$ cat config.mk
export PLATFORM = sky130hd
export DESIGN_NAME = lru_page_replacement_unit
export DESIGN_NICKNAME = d
export VERILOG_FILES = /design/src/hw/rtl/lpr_pkg.sv /design/src/hw/rtl/lpr_frame_table.sv /design/src/hw/rtl/lpr_scan.sv /design/src/hw/rtl/lru_page_replacement_unit.sv
export SDC_FILE = /design/constraint.sdc
export NUM_CORES = 1
export LEC_CHECK = 0
export BUFFER_PORTS_ARGS = -buffer_cell sky130_fd_sc_hd__buf_2
export CORE_ASPECT_RATIO = 0.5
export CORE_MARGIN = 1.5
export CORE_UTILIZATION = 40
export CTS_CLUSTER_DIAMETER = 60
export DETAILED_ROUTE_END_ITERATION = 6
export PLACE_DENSITY_LB_ADDON = 0.2
export SLEW_MARGIN = 0
export SYNTH_ARGS = -nofsm -noshare
export SYNTH_HDL_FRONTEND = slang
export SYNTH_SLANG_ARGS = --single-unit
$ cat constraint.sdc
create_clock -name clk_i -period 4.9 [get_ports clk_i]
set_clock_uncertainty 0.15 [all_clocks]
set_input_delay 0.245 -clock clk_i [delete_from_list [all_inputs] [get_ports clk_i]]
set_output_delay 0.245 -clock clk_i [all_outputs]
set_load 0.01 [all_outputs]
$ cat src/hw/rtl/lpr_pkg.sv
`timescale 1ns / 1ps
`default_nettype none

package lpr_pkg;

  // Default sizes of the frame table.
  localparam int unsigned MaxFramesDefault = 8;
  localparam int unsigned PageBitsDefault  = 16;
  localparam int unsigned StampBitsDefault = 32;

  // Fixed widths of the payload and of the register.
  localparam int unsigned PageInW   = 16;
  localparam int unsigned FrameOutW = 3;
  localparam int unsigned CountW    = 32;
  localparam int unsigned FramesW   = 4;

  // Configuration port.
  localparam int unsigned CfgAddrW = 3;
  localparam int unsigned CfgDataW = 32;
  localparam logic [CfgAddrW-1:0] AddrFramesInUse = 3'd0;
  localparam logic [FramesW-1:0]  FramesInUseReset = 4'd8;

  // Control from the sequencer to the scan unit.
  typedef struct packed {
    logic clear;  // start of a new reference, drop the previous scan
    logic beat;   // a frame's read data is valid this cycle
  } scan_ctrl_t;

endpackage

`default_nettype wire

$ cat src/hw/rtl/lpr_frame_table.sv
`timescale 1ns / 1ps
`default_nettype none

module lpr_frame_table #(
  parameter int unsigned MAX_FRAMES = lpr_pkg::MaxFramesDefault,
  parameter int unsigned PAGE_BITS  = lpr_pkg::PageBitsDefault,
  parameter int unsigned STAMP_BITS = lpr_pkg::StampBitsDefault,
  localparam int unsigned IdxW = (MAX_FRAMES > 1) ? $clog2(MAX_FRAMES) : 1
) (
  input  logic                  clk_i,
  input  logic                  rst_ni,
  input  logic                  rd_en_i,
  input  logic [IdxW-1:0]       rd_addr_i,
  input  logic                  wr_en_i,
  input  logic                  wr_page_en_i,
  input  logic [IdxW-1:0]       wr_addr_i,
  input  logic [PAGE_BITS-1:0]  wr_page_i,
  input  logic [STAMP_BITS-1:0] wr_stamp_i,
  input  logic                  clear_all_i,
  output logic                  rd_beat_o,
  output logic [IdxW-1:0]       rd_idx_o,
  output logic [PAGE_BITS-1:0]  rd_page_o,
  output logic [STAMP_BITS-1:0] rd_stamp_o,
  output logic                  rd_valid_o
);

  logic [PAGE_BITS-1:0]  page_mem [MAX_FRAMES];
  logic [STAMP_BITS-1:0] stamp_mem [MAX_FRAMES];
  logic [MAX_FRAMES-1:0] valid_q;
  logic                  rd_beat_q;
  logic [IdxW-1:0]       rd_idx_q;
  logic [PAGE_BITS-1:0]  rd_page_q;
  logic [STAMP_BITS-1:0] rd_stamp_q;

  // Page and stamp storage, one write port and one registered read port.
  always_ff @(posedge clk_i) begin
    if (wr_en_i) begin
      stamp_mem[wr_addr_i] <= wr_stamp_i;
      if (wr_page_en_i) begin
        page_mem[wr_addr_i] <= wr_page_i;
      end
    end
    if (rd_en_i) begin
      rd_page_q  <= page_mem[rd_addr_i];
      rd_stamp_q <= stamp_mem[rd_addr_i];
    end
  end

  // Read beat tracking and the valid bits; a clear empties the whole table.
  always_ff @(posedge clk_i or negedge rst_ni) begin
    if (!rst_ni) begin
      valid_q   <= '0;
      rd_beat_q <= 1'b0;
      rd_idx_q  <= '0;
    end else begin
      rd_beat_q <= rd_en_i;
      if (rd_en_i) begin
        rd_idx_q <= rd_addr_i;
      end
      if (clear_all_i) begin
        valid_q <= '0;
      end else if (wr_en_i) begin
        valid_q[wr_addr_i] <= 1'b1;
      end
    end
  end

  assign rd_beat_o  = rd_beat_q;
  assign rd_idx_o   = rd_idx_q;
  assign rd_page_o  = rd_page_q;
  assign rd_stamp_o = rd_stamp_q;
  assign rd_valid_o = valid_q[rd_idx_q];

endmodule

`default_nettype wire

$ cat src/hw/rtl/lpr_scan.sv
`timescale 1ns / 1ps
`default_nettype none

module lpr_scan #(
  parameter int unsigned MAX_FRAMES = lpr_pkg::MaxFramesDefault,
  parameter int unsigned PAGE_BITS  = lpr_pkg::PageBitsDefault,
  parameter int unsigned STAMP_BITS = lpr_pkg::StampBitsDefault,
  localparam int unsigned IdxW = (MAX_FRAMES > 1) ? $clog2(MAX_FRAMES) : 1
) (
  input  logic                  clk_i,
  input  logic                  rst_ni,
  input  lpr_pkg::scan_ctrl_t   ctrl_i,
  input  logic [IdxW-1:0]       idx_i,
  input  logic [PAGE_BITS-1:0]  page_i,
  input  logic [STAMP_BITS-1:0] stamp_i,
  input  logic                  valid_i,
  input  logic [PAGE_BITS-1:0]  target_i,
  output logic                  hit_o,
  output logic [IdxW-1:0]       slot_o
);

  logic                  hit_q;
  logic [IdxW-1:0]       hit_idx_q;
  logic                  empty_q;
  logic [IdxW-1:0]       empty_idx_q;
  logic                  seen_q;
  logic [IdxW-1:0]       old_idx_q;
  logic [STAMP_BITS-1:0] old_stamp_q;

  // One frame per beat: first match, first empty frame, and the oldest stamp
  // (strictly smaller wins, so ties keep the lowest frame).
  always_ff @(posedge clk_i or negedge rst_ni) begin
    if (!rst_ni) begin
      hit_q   <= 1'b0;
      empty_q <= 1'b0;
      seen_q  <= 1'b0;
    end else if (ctrl_i.clear) begin
      hit_q   <= 1'b0;
      empty_q <= 1'b0;
      seen_q  <= 1'b0;
    end else if (ctrl_i.beat) begin
      seen_q <= 1'b1;
      if (!hit_q && valid_i && (page_i == target_i)) begin
        hit_q <= 1'b1;
      end
      if (!empty_q && !valid_i) begin
        empty_q <= 1'b1;
      end
    end
  end

  // Index and stamp payload of the accumulators.
  always_ff @(posedge clk_i) begin
    if (ctrl_i.beat && !ctrl_i.clear) begin
      if (!hit_q && valid_i && (page_i == target_i)) begin
        hit_idx_q <= idx_i;
      end
      if (!empty_q && !valid_i) begin
        empty_idx_q <= idx_i;
      end
      if (!seen_q || (stamp_i < old_stamp_q)) begin
        old_idx_q   <= idx_i;
        old_stamp_q <= stamp_i;
      end
    end
  end

  // Victim choice: a hit frame first, then an empty one, then the oldest.
  always_comb begin
    hit_o = hit_q;
    if (hit_q) begin
      slot_o = hit_idx_q;
    end else if (empty_q) begin
      slot_o = empty_idx_q;
    end else begin
      slot_o = old_idx_q;
    end
  end

endmodule

`default_nettype wire

$ cat src/hw/rtl/lru_page_replacement_unit.sv
`timescale 1ns / 1ps
`default_nettype none

// LRU page replacement over a fully associative table of MAX_FRAMES frames,
// of which the first frames_in_use take part. A reference is taken when start
// is high while busy is low; the frames are then read one per cycle through a
// single memory read port and a single compare unit, so busy stays high through
// the scan of the active frames (1 to MAX_FRAMES), a drain state and a write
// state. The result beat appears in the cycle in which busy falls, marked by
// done_o for exactly one cycle; it cannot be stalled and must be captured then.
// A new reference may be started in that same cycle. After a reference marked
// last, the table, the time and the fault count clear.
// frames_in_use should only be written while the block is idle.
module lru_page_replacement_unit #(
  parameter int unsigned MAX_FRAMES = lpr_pkg::MaxFramesDefault,
  parameter int unsigned PAGE_BITS  = lpr_pkg::PageBitsDefault,
  parameter int unsigned STAMP_BITS = lpr_pkg::StampBitsDefault
) (
  input  logic                            clk_i,
  input  logic                            rst_ni,
  // Reference channel
  input  logic                            start,
  output logic                            busy,
  input  logic [lpr_pkg::PageInW-1:0]     page_number_i,
  input  logic                            last_reference_i,
  // Result channel
  output logic                            done_o,
  output logic                            hit_o,
  output logic [lpr_pkg::FrameOutW-1:0]   frame_index_o,
  output logic [lpr_pkg::CountW-1:0]      fault_count_o,
  output logic                            is_last_o,
  // Configuration port
  input  logic                            psel,
  input  logic                            penable,
  input  logic                            pwrite,
  input  logic [lpr_pkg::CfgAddrW-1:0]    paddr,
  input  logic [lpr_pkg::CfgDataW-1:0]    pwdata,
  output logic [lpr_pkg::CfgDataW-1:0]    prdata,
  output logic                            pready
);

  localparam int unsigned IdxW = (MAX_FRAMES > 1) ? $clog2(MAX_FRAMES) : 1;
  localparam int unsigned CntW = $clog2(MAX_FRAMES + 1);

  typedef enum logic [3:0] {
    S_IDLE  = 4'b0001,
    S_SCAN  = 4'b0010,
    S_DRAIN = 4'b0100,
    S_WRITE = 4'b1000
  } state_e;

  state_e                        state_q, state_d;
  logic [lpr_pkg::FramesW-1:0]   frames_q;
  logic [CntW-1:0]               limit;
  logic [CntW-1:0]               limit_q;
  logic [IdxW-1:0]               addr_q;
  logic [PAGE_BITS-1:0]          page_q;
  logic                          last_q;
  logic [STAMP_BITS-1:0]         time_q;
  logic [lpr_pkg::CountW-1:0]    faults_q;
  logic [lpr_pkg::CountW-1:0]    faults_next;
  logic                          accept;
  logic                          last_addr;
  logic                          cfg_write;
  lpr_pkg::scan_ctrl_t           scan_ctrl;

  logic                          rd_beat;
  logic [IdxW-1:0]               rd_idx;
  logic [PAGE_BITS-1:0]          rd_page;
  logic [STAMP_BITS-1:0]         rd_stamp;
  logic                          rd_valid;
  logic                          scan_hit;
  logic [IdxW-1:0]               scan_slot;

  logic                          done_q;
  logic                          hit_q;
  logic [lpr_pkg::FrameOutW-1:0] frame_q;
  logic [lpr_pkg::CountW-1:0]    count_q;
  logic                          is_last_q;

  // Configuration register.
  assign cfg_write = psel && penable && pwrite && (paddr == lpr_pkg::AddrFramesInUse);
  assign pready    = 1'b1;
  assign prdata    = (paddr == lpr_pkg::AddrFramesInUse) ?
                     lpr_pkg::CfgDataW'(frames_q) : '0;

  always_ff @(posedge clk_i or negedge rst_ni) begin
    if (!rst_ni) begin
      frames_q <= lpr_pkg::FramesInUseReset;
    end else if (cfg_write) begin
      frames_q <= pwdata[lpr_pkg::FramesW-1:0];
    end
  end

  // Active frame count: zero acts as one, large values clamp to the table.
  always_comb begin
    if (frames_q == '0) begin
      limit = CntW'(1);
    end else if (32'(frames_q) > MAX_FRAMES) begin
      limit = CntW'(MAX_FRAMES);
    end else begin
      limit = CntW'(frames_q);
    end
  end

  assign accept    = start && !busy;
  assign busy      = (state_q != S_IDLE);
  assign last_addr = (CntW'(addr_q) == (limit_q - CntW'(1)));

  // Sequencer.
  always_comb begin
    state_d = state_q;
    unique case (state_q)
      S_IDLE:  if (accept) state_d = S_SCAN;
      S_SCAN:  if (last_addr) state_d = S_DRAIN;
      S_DRAIN: state_d = S_WRITE;
      S_WRITE: state_d = S_IDLE;
      default: state_d = S_IDLE;
    endcase
  end

  always_ff @(posedge clk_i or negedge rst_ni) begin
    if (!rst_ni) begin
      state_q <= S_IDLE;
      addr_q  <= '0;
      limit_q <= CntW'(1);
    end else begin
      state_q <= state_d;
      if (accept) begin
        addr_q  <= '0;
        limit_q <= limit;
      end else if ((state_q == S_SCAN) && !last_addr) begin
        addr_q <= addr_q + IdxW'(1);
      end
    end
  end

  // Reference payload held for the duration of the scan.
  always_ff @(posedge clk_i) begin
    if (accept) begin
      page_q <= PAGE_BITS'(page_number_i);
      last_q <= last_reference_i;
    end
  end

  assign scan_ctrl.clear = accept;
  assign scan_ctrl.beat  = rd_beat;

  lpr_frame_table #(
    .MAX_FRAMES (MAX_FRAMES),
    .PAGE_BITS  (PAGE_BITS),
    .STAMP_BITS (STAMP_BITS)
  ) u_table (
    .clk_i        (clk_i),
    .rst_ni       (rst_ni),
    .rd_en_i      (state_q == S_SCAN),
    .rd_addr_i    (addr_q),
    .wr_en_i      (state_q == S_WRITE),
    .wr_page_en_i (!scan_hit),
    .wr_addr_i    (scan_slot),
    .wr_page_i    (page_q),
    .wr_stamp_i   (time_q),
    .clear_all_i  ((state_q == S_WRITE) && last_q),
    .rd_beat_o    (rd_beat),
    .rd_idx_o     (rd_idx),
    .rd_page_o    (rd_page),
    .rd_stamp_o   (rd_stamp),
    .rd_valid_o   (rd_valid)
  );

  lpr_scan #(
    .MAX_FRAMES (MAX_FRAMES),
    .PAGE_BITS  (PAGE_BITS),
    .STAMP_BITS (STAMP_BITS)
  ) u_scan (
    .clk_i    (clk_i),
    .rst_ni   (rst_ni),
    .ctrl_i   (scan_ctrl),
    .idx_i    (rd_idx),
    .page_i   (rd_page),
    .stamp_i  (rd_stamp),
    .valid_i  (rd_valid),
    .target_i (page_q),
    .hit_o    (scan_hit),
    .slot_o   (scan_slot)
  );

  // Saturating fault count, including this reference.
  assign faults_next = (!scan_hit && (faults_q != '1)) ?
                       faults_q + lpr_pkg::CountW'(1) : faults_q;

  // Time and fault count; both clear after the last reference of a string.
  always_ff @(posedge clk_i or negedge rst_ni) begin
    if (!rst_ni) begin
      time_q   <= '0;
      faults_q <= '0;
    end else if (state_q == S_WRITE) begin
      if (last_q) begin
        time_q   <= '0;
        faults_q <= '0;
      end else begin
        faults_q <= faults_next;
        if (time_q != '1) begin
          time_q <= time_q + STAMP_BITS'(1);
        end
      end
    end
  end

  // Result beat, shown for one cycle after the table update.
  always_ff @(posedge clk_i or negedge rst_ni) begin
    if (!rst_ni) begin
      done_q <= 1'b0;
    end else begin
      done_q <= (state_q == S_WRITE);
    end
  end

  always_ff @(posedge clk_i) begin
    if (state_q == S_WRITE) begin
      hit_q     <= scan_hit;
      frame_q   <= lpr_pkg::FrameOutW'(scan_slot);
      count_q   <= faults_next;
      is_last_q <= last_q;
    end
  end

  assign done_o        = done_q;
  assign hit_o         = hit_q;
  assign frame_index_o = frame_q;
  assign fault_count_o = count_q;
  assign is_last_o     = is_last_q;

endmodule

`default_nettype wire
==> results of run 1 <==
## cell usage after synthesis, types with 4 or more instances
master	count	area, um2
mux4_2	98	2210
buf_1	11	41.3
nand4_1	27	169
buf_2	10	50.1
nor4_1	13	81.3
buf_4	30	225
o211ai_1	10	75.1
and4_1	10	87.6
mux2i_1	21	210
or4_1	6	45.0
and3_1	22	138
xor2_1	20	175
nand2_1	95	357
ha_1	35	438
a221o_1	6	60.1
nor3_1	36	180
o311ai_0	4	35.0
nor2_1	44	165
and2_1	7	43.8
o21a_1	10	75.1
o21ai_0	36	180
xnor2_1	32	280
nand2b_1	11	68.8
clkbuf_1	45	169
a21oi_1	36	180
nand3_1	22	110
dfrtp_1	92	2300
a211o_1	4	35.0
or3_1	19	119
inv_1	56	210
mux2_2	53	597
a31oi_1	7	43.8
edfxtp_1	527	15800
nor2b_1	6	37.5
## sequential cells by signal, summed over array words and instances, names as in the netlist, 8 cells and up
signal and flops:
time_q 32, u_table.valid_q 8, u_table.page_mem 128, u_table.rd_stamp_o 32, fault_count_o 32, u_scan.old_stamp_q 32, page_q 16, u_table.stamp_mem 256
faults_q 32, u_table.rd_page_o 16
## cell type report
cell class	instances	area, um2
fillers	5393	34100
well taps	837	1050
repair buffers	133	926
flip-flops and latches	622	18200
clock buffers	73	1490
inverters	57	215
clock inverters	30	274
multi-input cells	776	6950
## worst paths after layout
path | to | cells past startpoint
setup / recovery | time_q[3] | 6
hold / removal | faults_q[12] | 2
setup reg to reg | time_q[3] | 6
hold reg to reg | u_scan.old_stamp_q[23] | 0
max in group asynchronous | addr_q[0] | 3
min in group clk_i | page_q[14] | 2
## critical path: cells and delay by family, from the launching register on
| kind | cells | cell delay [ns] |
|---|---|---|
| simple gates | 2 | 1.43 |
| buf+inv | 2 | 0.92 |
| compound gates | 2 | 0.43 |
| flops | 1 | 0.41 |
## cell usage in the layout, fill, tap and decap left out, types with 6 or more instances in the layout
cell / Yosys / layout
edfxtp_1: 527 / 527
a221o_1: 6 / 6
mux4_2: 98 / 98
and4_1: 10 / 10
or4_1: 6 / 6
clkinv_1: 1 / 8
inv_1: 56 / 55
nor4_1: 13 / 13
dfrtp_1: 92 / 89
nand2_1: 95 / 95
mux2i_1: 21 / 21
clkinv_2: 0 / 12
clkbuf_16: 0 / 56
nand3_1: 22 / 22
clkbuf_1: 45 / 15
or3_1: 19 / 19
mux2_2: 53 / 53
nand2b_1: 11 / 11
nor2_4: 0 / 8
a31oi_1: 7 / 6
o211ai_1: 10 / 10
xnor2_1: 32 / 32
nor2_1: 44 / 36
nor2b_1: 6 / 6
ha_1: 35 / 35
dlygate4sd3_1: 0 / 27
and3_1: 22 / 22
o21ai_0: 36 / 36
buf_2: 10 / 71
nor3_1: 36 / 28
o21a_1: 10 / 10
conb_1: 2 / 29
nor3_2: 0 / 8
buf_4: 30 / 32
nand4_1: 27 / 27
xor2_1: 20 / 20
and2_1: 7 / 7
a21oi_1: 36 / 36
## where the power goes
group	internal, mW	leakage, nW	switching, mW
combinational	0.613	2.91	0.718
sequential	6.04	5.65	0.288
clock	2.35	0.861	1.93
total	9.01	9.42	2.93
## routing by layer
| metal | track usage, % | share of wire (%) | vias up | routed length [um] |
|---|---|---|---|---|
| li1 | - | - | 6151 | - |
| met1 | 22.7 | 45 | 7152 | 24300 |
| met2 | 27.7 | 49 | 299 | 26200 |
| met3 | 2.72 | 4.2 | 67 | 2270 |
| met4 | 3.75 | 1.5 | 0 | 813 |
| met5 | 0 | 0 | - | 0 |
## cells by family (layout without fill, tap and decap cells)
kind of cell	count (synthesis)	in the layout	synth area share, %
other	2	29	0.0293
DFF	622	622	71.0
AOI/OAI and AO/OA	152	152	4.04
and+or+nand+nor	335	335	6.84
xor gates and xnor gates	53	53	1.87
muxes	172	172	11.8
buffers and inverters	155	293	2.79
adders and majority gates	35	35	1.71
## repair_timing
action | CTS | global route
hold buffers | 27 | 0
hold endpoints to repair | 72 | 0
resized for setup | 0 | 0
==> run_results.csv, run 1 <==
group,metric,value,unit
sta,final_hold_viol_count,0,
global_route,grt_pass1_vias,14300,
logic_synthesis,ys_types,71,
routing,drt_first_pass_iters,5,
clock_tree,cts_buffers,55,
routing,via_count,13700,
placed_design,post-place-ws,1.38,ns
global_route,grtUsageTotal,16.5,%
finish,design_area,29100,um2
placed_design,io_buffers,72,
logic_synthesis,syn_area,25700,um2
logic_synthesis,ys.flop_type,"edfxtp_1",
run,drv_cap,0,
placed_design,gp_congestion,0.754,
setup_path,required,5.20,ns
logic_synthesis,synth_edf_count,527,
power_and_ir_drop,ir_worst_vdd,299,uV
setup_path,rrSetupSlack,1.39,ns
floorplan,ios,130,
clock_tree,cts-root-buf,"clkbuf_16",
setup_path,critPathSlowestCell,"nand2_1",
clock_tree,cts.clk_slew.worst_paths,0.07,ns
worst_hold_path,min_path_type,"in -> async",
global_route,grt_max_degree,66,
floorplan,start_util,40.6,%
sta,fin_ws,1.39,ns
clock_tree,insertion_delay,0.61,ns
sta,relSlewSlack,26.6,%
global_route,gr-total-overflow,0,
outcome,status,"complete, no violations",
logic_synthesis,synth_warnings,0,
placed_design,dp_hpwl,30.7,mm
logic_synthesis,synth-seq-cells,622,
floorplan,die_w,361,um
clock_tree,clockBufferDepth,3,
setup_path,crit_path_cell_trace,"or4b_2, inv_2, buf_4, nand2_1, o211ai_1, o41ai_1",
logic_synthesis,postSynth.asyncResetShare,15.3,%
routing,vias_per_cell,5.41,
routing,ant_nets,0,
routing,route.detailed.drc,0,
power_and_ir_drop,leakage,9.42,nW
floorplan,fp.dieArea,65700,um2
sta,worst_slew_pin_slew,1.10,ns
logic_synthesis,postSynthCellCount,1526,
power_and_ir_drop,power.density,410,nW/um2
clock_tree,clock_sinks,622,
floorplan,row_count,65,
routing,drt-initial-drc-count,937,
sta,slew_viol_final,0,
floorplan,core,63200,um2
sta,rsz0062_at_grt,"false",
placed_design,postPlaceCellArea,27100,um2
finish,n_antenna_cell,0,
setup_path,timing.critical_path.from,"state_q[1]",
sta,whs,0.0543,ns
finish,syn_to_final_growth,13.5,%
logic_synthesis,synth.avg_cell_area,16.8,um2
setup_path,critPathLaunchType,"flop",
floorplan,die_h,182,um
sta,fmax,285,MHz
finish,drive_gt1_share,22.1,%
routing,routed_wl,53.6,mm
setup_path,path_max_fanout,57,
setup_path,end_kind,"flop",
sta,min_period,3.51,ns
global_route,antenna_found_initial,0,
finish,final_core_util,46.1,%
finish,instances_no_fill,2528,
setup_path,rr_startpoint,"state_q[1]",
setup_path,critical_path_class,"reg -> reg",
sta,setup_viol,0,
power_and_ir_drop,total_power,11.9,mW
finish,final_nets,1738,
setup_path,crit_path_max_incr_delay,0.74,ns
routing,routedWlPerCell,21.2,um
sta,fin_crit_sh,71.6,%
placed_design,numPlacedInstances,2398,
clock_tree,htreeDepth,2,
sta,final.setup.tns,0,ns
clock_tree,post_cts.repair.setup_buffers,0,
setup_path,critPathArrivalTime,3.81,ns
global_route,grt_pass1_wl,83.6,mm
clock_tree,cts_tree,"done",
logic_synthesis,yosysSeqAreaShare,71.0,%
(Power assumes the default switching activity.)
==> run 2: changes to the inputs <==
Clock period 4.9 ns to 3.5 ns, I/O delays scaled along.
==> run 2 against run 1 <==
Core utilization increased by 0.36 points. First-iteration DRC count increased by 21%. Sequential share of layout area decreased by 0.49 points. Non-clock buffer count increased by 9. Hold slack improved by 0.034 ns. Cell area increased by 0.78%. Via count decreased by 0.50%. Sequential power increased by 39%. Register-to-register slack got worse by 0.87 ns. Critical endpoint is now fault_count_o[27].
==> run_results.csv, run 2 (synthesized netlist as in run 1, its figures left out) <==
group,metric,value,unit
sta,whs,0.0879,ns
setup_path,path_max_fanout,16,
clock_tree,cts_tree,"done",
clock_tree,clockBufferDepth,3,
floorplan,row_count,65,
floorplan,ios,130,
finish,drive_gt1_share,22.7,%
clock_tree,clock_sinks,622,
finish,n_antenna_cell,0,
global_route,grt_max_degree,66,
global_route,gr-total-overflow,0,
routing,drt_first_pass_iters,5,
global_route,antenna_found_initial,0,
setup_path,critical_path_class,"reg -> reg",
setup_path,end_kind,"flop",
sta,final_hold_viol_count,0,
clock_tree,htreeDepth,2,
clock_tree,cts_resized,0,
placed_design,post-place-ws,0.543,ns
setup_path,critPathLaunchType,"flop",
sta,worst_slew_pin_slew,1.17,ns
routing,ant_nets,0,
sta,fin_ws,0.518,ns
worst_hold_path,min_path_type,"in -> async",
placed_design,postPlaceCellArea,27300,um2
finish,design_area,29300,um2
power_and_ir_drop,power.density,574,nW/um2
routing,routed_wl,53.2,mm
placed_design,gp_congestion,0.787,
floorplan,die_w,361,um
routing,route.detailed.drc,0,
clock_tree,insertion_delay,0.60,ns
setup_path,critPathArrivalTime,3.17,ns
sta,relSlewSlack,22.0,%
sta,rsz0062_at_grt,"false",
run,drv_cap,0,
routing,routedWlPerCell,21.0,um
sta,min_period,2.98,ns
floorplan,die_h,182,um
outcome,status,"complete, no violations",
sta,slew_viol_final,0,
setup_path,rrSetupSlack,0.52,ns
finish,syn_to_final_growth,14.4,%
placed_design,io_buffers,72,
setup_path,required,3.69,ns
power_and_ir_drop,ir_worst_vdd,329,uV
floorplan,core,63200,um2
finish,final_common_cell,"edfxtp_1",
setup_path,cp_common_cell,"nand4_1",
power_and_ir_drop,leakage,9.45,nW
finish,final_cell_mix,"527 x edfxtp_1, 98 x mux4_2, 95 x nand2_1",
setup_path,crit_path_max_incr_delay,1.00,ns
finish,largest_register_ffs,256,
sta,setup_viol,0,
floorplan,start_util,40.6,%
finish,fillers,5318,
routing,drt-initial-drc-count,1133,
placed_design,dp_hpwl,31.0,mm
routing,via_count,13600,
setup_path,crit_path_cell_trace,"and4_1, nand4_1, a211oi_2, nand4_1, xnor2_1",
clock_tree,cts-root-buf,"clkbuf_16",
global_route,grt_pass1_vias,14200,
finish,final_nets,1747,
sta,fmax,335,MHz
finish,regMostFlops,"u_table.stamp_mem",
floorplan,fp.dieArea,65700,um2
finish,largestRegisters,"u_table.stamp_mem x256, u_table.page_mem x128",
clock_tree,cts.clk_slew.worst_paths,0.07,ns
routing,vias_per_cell,5.36,
clock_tree,cts_buffers,55,
global_route,grtUsageTotal,16.3,%
global_route,grt_pass1_wl,82.5,mm
setup_path,critPathSlowestCell,"a211oi_2",
sta,fin_crit_sh,85.2,%
## run 2: cell types whose count changed in the layout (fill, tap and decap cells not counted), sizes merged
| cell | change |
|---|---|
| clkinvlp | +2 |
| clkbuf | +3 |
| buf | +9 |
| clkinv | -5 |
| inv | -1 |
## run 2: path summary, 6_finish.rpt
kind	start	endpoint	depth (start not counted)
max	faults_q[6]	fault_count_o[27]	5
min	rst_ni	faults_q[18]	2
max reg2reg	faults_q[6]	fault_count_o[27]	5
min reg2reg	u_table.rd_stamp_o[19]	u_scan.old_stamp_q[19]	0
max in group asynchronous	rst_ni	time_q[28]	3
min in group clk_i	page_number_i[12]	page_q[12]	2
## run 2: where the power goes
group | switching, mW | internal [mW] | leakage [nW]
Sequential | 0.336 | 8.46 | 5.61
Combinational | 1.09 | 0.902 | 2.98
Clock | 2.69 | 3.35 | 0.864
## run 2: through the flow
stage	utilization (%)	cells	TNS, ns	power [mW]
after global placement	43.2	2407	0	10.9
after global routing	46.4	2536	0	17.5
after CTS	46.4	2536	0	17.0
after floorplan	-	1553	-0.157	10.3
final	46.4	2536	0	16.8
after detailed placement	43.2	2407	0	11.0
## run 2: worst max-delay path, delay by kind of cell, from the launching register on
| family | cells | cell delay [ns] |
|---|---|---|
| flops | 1 | 0.53 |
| compound gates | 1 | 1.00 |
| xor+xnor | 1 | 0.19 |
| simple gates | 3 | 0.86 |
## run 2: final cells by class
cell class,count,area (um2),share of cell area (%)
sequential,622,18200,62.1
multi-input combinational,776,6950,23.7
clock buffer,76,1530,5.20
timing repair buffer,142,1130,3.86
tap,837,1050,3.57
clock inverter,26,256,0.874
inverter,57,214,0.729
## run 2: per-layer routing
metal  up-vias  GRT usage [%]  routed length (um)  share of wire (%)
li1       6159              -                   -                  -
met1      7065           23.2               24900                 47
met2       299           26.6               25200                 47
met3        77           2.78                2320                4.4
met4         0           3.41                 907                1.7
met5         -              0                   0                  0
## run 2: timing repair
action                    in CTS  in global routing
hold buffers                  27                  0
buffers inserted               0                  0
hold endpoints to repair      85                  0
